### src/pip_pkg.sv
`timescale 1ns / 1ps

package pip_pkg;

   // Mode bit of an input word.
   localparam logic MODE_LOAD  = 1'b0;
   localparam logic MODE_QUERY = 1'b1;

   localparam int          VCOUNT_BITS  = 7;
   localparam logic [6:0]  VCOUNT_RESET = 7'd3;

   // What one walk slot does once its store read returns.
   typedef enum logic [1:0] {
      SLOT_FIRST = 2'd0,  // vertex zero: kept for the closing edge, no edge yet
      SLOT_EDGE  = 2'd1,  // edge from the previous vertex to the one just read
      SLOT_CLOSE = 2'd2,  // edge from the previous vertex back to vertex zero
      SLOT_NULL  = 2'd3   // no edge at all, only carries the end marker
   } pip_slot_type;

   typedef struct packed {
      logic         vld;
      pip_slot_type kind;
      logic         last;
   } pip_cmd_type;

   typedef struct packed {
      logic done;
   } pip_status_type;

endpackage

### src/pip_datapath.sv
`timescale 1ns / 1ps

module pip_datapath import pip_pkg::*; #(
   parameter int MAX_VERTICES = 64,
   parameter int COORD_BITS   = 16
) (
   input  logic                              clock,
   input  logic                              reset,
   input  logic                              accept,
   input  logic                              req_mode,
   input  logic [5:0]                        req_vertex_index,
   input  logic signed [15:0]                req_vertex_x,
   input  logic signed [15:0]                req_vertex_y,
   input  logic signed [15:0]                req_point_x,
   input  logic signed [15:0]                req_point_y,
   input  pip_cmd_type                       cmd,
   input  logic [$clog2(MAX_VERTICES)-1:0]   rd_addr,
   output pip_status_type                    status,
   output logic                              rsp_strobe,
   output logic                              rsp_inside_res,
   output logic                              rsp_on_boundary
);

   localparam int CB  = COORD_BITS;
   localparam int AW  = $clog2(MAX_VERTICES);
   localparam int DW  = CB + 1;
   localparam int PW  = 2 * DW;
   localparam int RW  = PW + 1;
   localparam int IXW = ($clog2(MAX_VERTICES + 1) > 7) ? $clog2(MAX_VERTICES + 1) : 7;

   // Vertex store, x in the upper half of each entry.
   logic [2*CB-1:0] mem [MAX_VERTICES];

   logic signed [CB-1:0] vx_in, vy_in, qx_in, qy_in;
   logic signed [CB-1:0] q_x_ff, q_y_ff;

   logic [2*CB-1:0]      rd_data_ff;
   logic                 slot_vld_ff;
   pip_slot_type         slot_kind_ff;
   logic                 slot_last_ff;
   logic signed [CB-1:0] rd_x, rd_y;
   logic signed [CB-1:0] v0_x_ff, v0_y_ff, prev_x_ff, prev_y_ff;
   logic signed [CB-1:0] b_x_in, b_y_in;

   logic signed [CB-1:0] e_ax_ff, e_ay_ff, e_bx_ff, e_by_ff;
   logic                 e_vld_ff, e_null_ff, e_last_ff;

   logic signed [DW-1:0] dxe, dye, qxa, qya;
   logic signed [PW-1:0] p1_in, p2_in;
   logic signed [CB-1:0] lox, hix, loy, hiy;
   logic                 bbox_in, ycross_in;

   logic signed [PW-1:0] m_p1_ff, m_p2_ff;
   logic                 m_bbox_ff, m_ycross_ff, m_dyneg_ff;
   logic                 m_vld_ff, m_last_ff;

   logic signed [RW-1:0] cr;
   logic                 cr_zero, cr_pos, cr_neg, w_pos, w_neg;
   logic                 bnd_ff, right_ff, left_ff;
   logic                 bnd_in, right_in, left_in;

   logic                 rsp_strobe_ff, rsp_inside_ff, rsp_bnd_ff;

   // A coordinate is the low COORD_BITS bits of its field, read as signed.
   assign vx_in = CB'($unsigned(req_vertex_x));
   assign vy_in = CB'($unsigned(req_vertex_y));
   assign qx_in = CB'($unsigned(req_point_x));
   assign qy_in = CB'($unsigned(req_point_y));

   // Store write on a load word, registered read while walking.
   always_ff @(posedge clock) begin
      if (accept && req_mode == MODE_LOAD &&
          IXW'(req_vertex_index) < IXW'(MAX_VERTICES)) begin
         mem[AW'(req_vertex_index)] <= {vx_in, vy_in};
      end
      if (cmd.vld) begin
         rd_data_ff <= mem[rd_addr];
      end
   end

   assign rd_x = rd_data_ff[2*CB-1:CB];
   assign rd_y = rd_data_ff[CB-1:0];

   always_comb begin
      if (slot_kind_ff == SLOT_CLOSE) begin
         b_x_in = v0_x_ff;
         b_y_in = v0_y_ff;
      end else begin
         b_x_in = rd_x;
         b_y_in = rd_y;
      end
   end

   // Edge geometry. The crossing side w equals the cross product, negated
   // when the edge runs downward, so two multipliers serve both tests.
   always_comb begin
      dxe = DW'(e_bx_ff) - DW'(e_ax_ff);
      dye = DW'(e_by_ff) - DW'(e_ay_ff);
      qxa = DW'(q_x_ff) - DW'(e_ax_ff);
      qya = DW'(q_y_ff) - DW'(e_ay_ff);
      p1_in = PW'(dxe) * PW'(qya);
      p2_in = PW'(dye) * PW'(qxa);
      lox = (e_ax_ff < e_bx_ff) ? e_ax_ff : e_bx_ff;
      hix = (e_ax_ff < e_bx_ff) ? e_bx_ff : e_ax_ff;
      loy = (e_ay_ff < e_by_ff) ? e_ay_ff : e_by_ff;
      hiy = (e_ay_ff < e_by_ff) ? e_by_ff : e_ay_ff;
      bbox_in = (q_x_ff >= lox) && (q_x_ff <= hix) &&
                (q_y_ff >= loy) && (q_y_ff <= hiy);
      // The ray meets the edge when the point's y lies above the lower end
      // and at or below the upper end; a flat edge never satisfies this.
      ycross_in = (q_y_ff > loy) && (q_y_ff <= hiy);
   end

   always_comb begin
      cr       = RW'(m_p1_ff) - RW'(m_p2_ff);
      cr_zero  = (cr == '0);
      cr_neg   = cr[RW-1];
      cr_pos   = !cr_neg && !cr_zero;
      w_pos    = m_dyneg_ff ? cr_neg : cr_pos;
      w_neg    = m_dyneg_ff ? cr_pos : cr_neg;
      bnd_in   = bnd_ff | (cr_zero & m_bbox_ff);
      right_in = right_ff ^ (m_ycross_ff & w_pos);
      left_in  = left_ff ^ (m_ycross_ff & w_neg);
   end

   // Valid bits of the walk pipeline.
   always_ff @(posedge clock) begin
      if (reset) begin
         slot_vld_ff   <= 1'b0;
         e_vld_ff      <= 1'b0;
         m_vld_ff      <= 1'b0;
         rsp_strobe_ff <= 1'b0;
      end else begin
         slot_vld_ff   <= cmd.vld;
         e_vld_ff      <= slot_vld_ff && slot_kind_ff != SLOT_FIRST;
         m_vld_ff      <= e_vld_ff;
         rsp_strobe_ff <= m_vld_ff && m_last_ff;
      end
   end

   always_ff @(posedge clock) begin
      if (accept && req_mode == MODE_QUERY) begin
         q_x_ff <= qx_in;
         q_y_ff <= qy_in;
      end

      slot_kind_ff <= cmd.kind;
      slot_last_ff <= cmd.last;

      if (slot_vld_ff) begin
         unique case (slot_kind_ff)
            SLOT_FIRST: begin
               v0_x_ff   <= rd_x;
               v0_y_ff   <= rd_y;
               prev_x_ff <= rd_x;
               prev_y_ff <= rd_y;
            end
            SLOT_EDGE: begin
               prev_x_ff <= rd_x;
               prev_y_ff <= rd_y;
            end
            SLOT_CLOSE, SLOT_NULL: begin
            end
         endcase
      end
      e_ax_ff   <= prev_x_ff;
      e_ay_ff   <= prev_y_ff;
      e_bx_ff   <= b_x_in;
      e_by_ff   <= b_y_in;
      e_null_ff <= (slot_kind_ff == SLOT_NULL);
      e_last_ff <= slot_last_ff;

      m_p1_ff     <= p1_in;
      m_p2_ff     <= p2_in;
      m_bbox_ff   <= bbox_in && !e_null_ff;
      m_ycross_ff <= ycross_in && !e_null_ff;
      m_dyneg_ff  <= dye[DW-1];
      m_last_ff   <= e_last_ff;

      if (accept && req_mode == MODE_QUERY) begin
         bnd_ff   <= 1'b0;
         right_ff <= 1'b0;
         left_ff  <= 1'b0;
      end else if (m_vld_ff) begin
         bnd_ff   <= bnd_in;
         right_ff <= right_in;
         left_ff  <= left_in;
      end

      if (m_vld_ff && m_last_ff) begin
         rsp_inside_ff <= bnd_in | (right_in & left_in);
         rsp_bnd_ff    <= bnd_in;
      end
   end

   assign status.done     = rsp_strobe_ff;
   assign rsp_strobe      = rsp_strobe_ff;
   assign rsp_inside_res  = rsp_inside_ff;
   assign rsp_on_boundary = rsp_bnd_ff;

endmodule

### config.mk
export PLATFORM = sky130hd
export DESIGN_NAME = pip_datapath
export DESIGN_NICKNAME = d
export VERILOG_FILES = /design/src/pip_pkg.sv /design/src/pip_datapath.sv
export SDC_FILE = /design/constraint.sdc
export NUM_CORES = 2
export LEC_CHECK = 0
export BUFFER_PORTS_ARGS = -buffer_cell sky130_fd_sc_hd__buf_4
export CAP_MARGIN = 20
export CORE_UTILIZATION = 58
export CTS_BUF_LIST = sky130_fd_sc_hd__clkbuf_16
export CTS_CLUSTER_DIAMETER = 30
export DETAILED_ROUTE_END_ITERATION = 7
export PLACE_DENSITY = 0.77
export SYNTH_ARGS = -nofsm -noshare
export SYNTH_HDL_FRONTEND = slang
export SYNTH_SLANG_ARGS = --single-unit
### constraint.sdc
create_clock -name clock -period 8.6 [get_ports clock]
set_clock_uncertainty 0.1 [all_clocks]
set_input_delay 0 -clock clock [delete_from_list [all_inputs] [get_ports clock]]
set_output_delay 0 -clock clock [all_outputs]
set_load 0.02 [all_outputs]
======== Word-level counts from Yosys, hierarchy flattened ========
Memories as Yosys holds them, arrays and structs flattened. A register that Yosys moved wholly into a read port is not among the register bits.
Cells that the tools add are included.
word-level totals
  flip-flop bits (word level) ............. 246
  RAM bits ................................ 2048
  bits of input ports ..................... 84
  word-level logic and storage cells ...... 86
  memories kept ........................... 1
operators by class
  $add $sub $neg .......................... 5
  $mul .................................... 2
  magnitude comparators ................... 7
  equality and inequality tests ........... 3
  mux-type cells .......................... 10
  bitwise operators ....................... 9
  reduce and logical (&&, ||, !) cells .... 20
memories
  name  depth  bits a word  rd ports  clocked after memory_dff  wr ports  RTL line            RTL
  mem   64     32           1         1                         1         pip_datapath.sv:32  logic [2*CB-1:0] mem [MAX_VERTICES];
operators by type and width
  cell                number
  $mux 16             6
  $mul 17x17->34      2
  $sub 16x16->17      4
  $logic_not 35->1    1
  $sub 34x34->35      1
  $ge 16x16->1        2
  $le 16x16->1        2
  $lt 16x16->1        2
  $gt 16x16->1        1
  $logic_and 1x1->1   11
  $and 1x1->1         4
  $eq 2x2->1 const B  2
  $mux 1              4
  $reduce_and 2->1    2
  $logic_not 1->1     3
  $eq 2x1->1 const B  1
  $logic_not 2->1     1
  $or 1x1->1          2
  $reduce_bool 2->1   1
  $reduce_or 2->1     1
  $xor 1x1->1         2
  $not 1->1           1

======== Logic depth before layout (Yosys ltp) ========
  word-level depth ........................ 9
  mapped depth ............................ 43

======== Least setup slack after synthesis ========
OpenSTA, ideal clock, no wires.
  kind .................................... reg2reg
  from .................................... register e_ay_ff[0]
  to ...................................... register m_p2_ff[33]
  data arrival time ....................... 8.556 ns
  required time ........................... 8.428 ns
  path slack .............................. -0.128 ns
  stages on the path, launching flop included .. 40
  path buffers ............................ 1
  cells stage by stage .................... dfxtp_1 -> ha_1 -> inv_1 -> fa_1 -> a21o_1 -> a21oi_1 -> o21ai_0 -> a21oi_1 -> o21ai_0 -> nand4_1 -> nand2_1 -> a31o_2 -> a21o_1 -> a21o_1 -> xnor2_1 -> clkbuf_1 -> nand2_1 -> fa_1 -> [... 4 more ...] -> inv_1 -> fa_1 -> fa_1 -> inv_1 -> fa_1 -> inv_1 -> ha_1 -> a21o_1 -> a21oi_1 -> nor2b_1 -> nor2_1 -> o311ai_0 -> o311ai_0 -> o221ai_1 -> o41ai_1 -> o21bai_1 -> a21oi_1 -> xnor2_1
on the way
  word-level cells in the longest chain between the ends .. 2
ends and longest elaborated chain
  item                      RTL line             RTL
  start: declaration        pip_datapath.sv:45   logic signed [CB-1:0] e_ax_ff, e_ay_ff, e_bx_ff, e_by_ff;
  start signal: assignment  pip_datapath.sv:167  e_ay_ff <= prev_y_ff;
  $sub 16x16->17            pip_datapath.sv:98   dye = DW'(e_by_ff) - DW'(e_ay_ff);
  $mul 17x17->34            pip_datapath.sv:102  p2_in = PW'(dye) * PW'(qxa);
  named net p2_in[33]       pip_datapath.sv:49   logic signed [PW-1:0] p1_in, p2_in;
  end signal: assignment    pip_datapath.sv:174  m_p2_ff <= p2_in;
  end: declaration          pip_datapath.sv:53   logic signed [PW-1:0] m_p1_ff, m_p2_ff;
The timed path passes the listed nets, and every way through them passes these cells.
A chain may end at the register's enable or synchronous reset.

======== Worst setup path in the final report ========
  from .................................... register q_y_ff[1]
  to ...................................... register m_p1_ff[33]
on the way
  word-level cells in the longest chain between the ends .. 2
ends and longest elaborated chain
  item                      RTL line             RTL
  start: declaration        pip_datapath.sv:35   logic signed [CB-1:0] q_x_ff, q_y_ff;
  start signal: assignment  pip_datapath.sv:144  q_y_ff <= qy_in;
  $sub 16x16->17            pip_datapath.sv:100  qya = DW'(q_y_ff) - DW'(e_ay_ff);
  $mul 17x17->34            pip_datapath.sv:101  p1_in = PW'(dxe) * PW'(qya);
  named net p1_in[33]       pip_datapath.sv:49
  end signal: assignment    pip_datapath.sv:173  m_p1_ff <= p1_in;
  end: declaration          pip_datapath.sv:53
The timed path passes the listed nets, and every way through them passes these cells.

==> flow_summary.json <==
{
  "status": "completed",
  "wl_per_cell_um": 32.5,
  "dp_hpwl_mm": 186,
  "critPathSlowestCell": "fa_1",
  "fin_crit_sh_pct": 98.5,
  "finalSetupViolCount": 0,
  "cp_slowest_stage_delay_ns": 0.53,
  "io_buffer_count": 87,
  "grt_pass1_vias": 71035,
  "die_y_um": 445,
  "grt_usage_pct": 35.1,
  "fmax_mhz": 118,
  "area_growth_pct": 19.7,
  "insertion_delay_ns": 1.01,
  "rsz0062_at_grt": "true",
  "core-area_mm2": 0.195,
  "path_max_fanout": 4,
  "cts.htree.levels": 5,
  "syn_nets": 7792,
  "grt_overflow": 0,
  "hp-class": "input pin to flop",
  "tritoncts": "built",
  "fillers": 11683,
  "synth_edf_count": 2178,
  "dieArea_mm2": 0.198,
  "hold_violations": 0,
  "worst_pin_slew_ns": 1.19,
  "grt_max_degree": 139,
  "drtPass1Iterations": 5,
  "relSlewSlack_pct": 20.4,
  "gp_congestion": 0.966,
  "async_flop_share_pct": 0,
  "clkTransAtPathRegs_ns": 0.07,
  "ys_seq_area_share_pct": 59.9,
  "post-place-ws_ns": -0.482,
  "slew_viol_final": 0,
  "cp-end-kind": "flop",
  "ios": 88,
  "num_vias": 67005,
  "cap_violations": 0,
  "syn_area_mm2": 0.114,
  "vias_per_cell": 6.35,
  "die_w_um": 445,
  "cts_root_buf": "clkbuf_16",
  "setup_ws_ns": 0.128,
  "worstPathArrival_ns": 9.20,
  "yosysWarnings": 0,
  "remaining_drc_errors": 0,
  "numCtsBuffers": 396,
  "yosys.cell_types.count": 92,
  "synth_ff_type": "edfxtp_1",
  "crit_type": "flop to flop",
  "cts.path.max_buffers": 4,
  "avgSynthCellArea_um2": 16.8,
  "start_kind": "flop",
  "path_common_cell": "fa_1",
  "antenna_found_initial": 17,
  "required_ns": 9.33,
  "rows": 162,
  "fin_nets": 8607,
  "final_antenna_net_count": 0,
  "synth_cells": 6778,
  "drt_iter0_markers": 7838,
  "start_util_pct": 58.4,
  "routed_wl_mm": 343,
  "cts.sinks": 2326,
  "grt_pass1_wl_mm": 493,
  "fin_crit_ns": 8.47,
  "drive_gt1_share_pct": 27.2,
  "ys_ff_latch": 2326
}
[registers in the layout, summed over array words and instances (netlist names), 32 cells and up]
signal	count
mem	2048
rd_data_ff	32
m_p1_ff	34
m_p2_ff	34
[synthesized netlist by cell type, types with 5 or more instances]
library cell,count,area (um2)
nand3b_1,9,67.6
fa_1,596,11900
a2111oi_0,8,70.1
a21boi_0,13,97.6
edfxtp_1,2178,65400
nor4_1,7,43.8
nand3_1,33,165
nand4_1,35,219
o21a_1,22,165
a31o_2,7,61.3
o21ai_0,83,415
o31ai_1,7,52.6
and4_1,7,61.3
and3_1,15,93.8
nor3b_1,5,37.5
xnor2_1,116,1020
inv_1,746,2800
xor2_1,37,324
buf_2,17,85.1
dfxtp_1,148,2960
o2111ai_1,5,43.8
a31oi_1,13,81.3
buf_1,60,225
nand2b_1,55,344
nor3_1,34,170
nor2_1,392,1470
a211oi_1,9,67.6
o211a_1,5,50.1
o21ai_1,8,40.0
or2_2,22,138
o21bai_1,13,97.6
mux4_2,662,14900
a21oi_1,118,591
mux2i_1,77,771
and2_1,51,319
nand2_1,377,1420
ha_1,334,4180
clkbuf_1,165,619
nand4b_1,6,52.6
o211ai_1,8,60.1
or3_1,14,87.6
mux2_2,48,541
nor2b_1,65,407
a21o_1,58,435
[what timing repair did]
| item | CTS | global route |
|---|---|---|
| hold buffers | 120 | 0 |
| hold endpoints to repair | 2211 | 0 |
| pin swaps | 40 | 131 |
| endpoints found under the setup margin | 21 | 25 |
| gates resized for setup | 75 | 129 |
| buffers inserted | 16 | 27 |
[worst max-delay path: cells and delay by family, from the launching register on]
| kind | cells | cell delay, ns |
|---|---|---|
| DFF | 1 | 0.43 |
| buffers and inverters | 5 | 0.51 |
| xor gates and xnor gates | 2 | 0.30 |
| AOI/OAI and AO/OA | 13 | 2.62 |
| and+or+nand+nor | 7 | 0.88 |
| adders and majority gates | 8 | 3.53 |
[metrics by stage]
stage               cells  TNS (ns)  hold slack [ns]  cell area [um2]  util [%]
finish              10545         0           0.0350           137000      69.9
global route        10536    -0.840           0.0342           137000      69.9
CTS                 10509         0          0.00123           136000      69.6
detailed placement   9658     -4.73           0.0109           121000      62.0
global placement     9658     -3.30           0.0123           121000      62.0
floorplan            6778         0          -0.0723           114000         -
[routing by layer]
metal	wire length (um)	vias to the layer above	track usage, %
met1	113000	34083	42.2
li1	-	26936	-
met2	172000	4710	59.1
met5	154	-	0
met4	23700	22	20.2
met3	33800	1254	7.14
[cell type report]
| class | count | area [um2] | area share (%) |
|---|---|---|---|
| diodes | 10 | 25.0 | 0.0183 |
| repair buffers | 668 | 5660 | 4.14 |
| well taps | 2624 | 3280 | 2.40 |
| clock inverters | 316 | 3140 | 2.30 |
| clock buffers | 400 | 10000 | 7.33 |
| flip-flops and latches | 2326 | 68400 | 50.1 |
| inverters | 746 | 2800 | 2.05 |
| multi-input cells | 3455 | 43200 | 31.7 |
[final timing paths]
path                                           from  slack, ns                    end  depth (start not counted)
worst max register to register  q_y_ff[1]$_DFFE_PP_       0.13    m_p1_ff[33]$_DFF_P_                         35
worst min register to register    e_last_ff$_DFF_P_       0.22      m_last_ff$_DFF_P_                          0
worst max-delay path            q_y_ff[1]$_DFFE_PP_       0.13    m_p1_ff[33]$_DFF_P_                         35
worst min-delay path                req_vertex_x[9]       0.03  mem[16][25]$_DFFE_PP_                          2
[placed cells by master, fill, tap and decap left out, drive strengths merged, types with 55 or more instances in the layout]
cell,instances
edfxtp,2178
inv,830
mux4,662
fa,596
buf,548
clkbuf,400
nor2,392
nand2,377
ha,334
dfxtp,148
clkinv,147
a21oi,122
dlygate4sd3,120
xnor2,116
o21ai,92
mux2i,78
nor2b,66
a21o,59
nand2b,55
[cells by family after synthesis]
kind of cell    synth area share [%]
fa+ha+maj                       14.1
buf+inv                         3.35
simple gates                    4.69
flops                           59.9
compound gates                  2.50
mux                             14.2
xor+xnor                        1.17
Power is not shown: default switching activity piles up to over one toggle a cycle in this logic, so the estimate is an artifact.
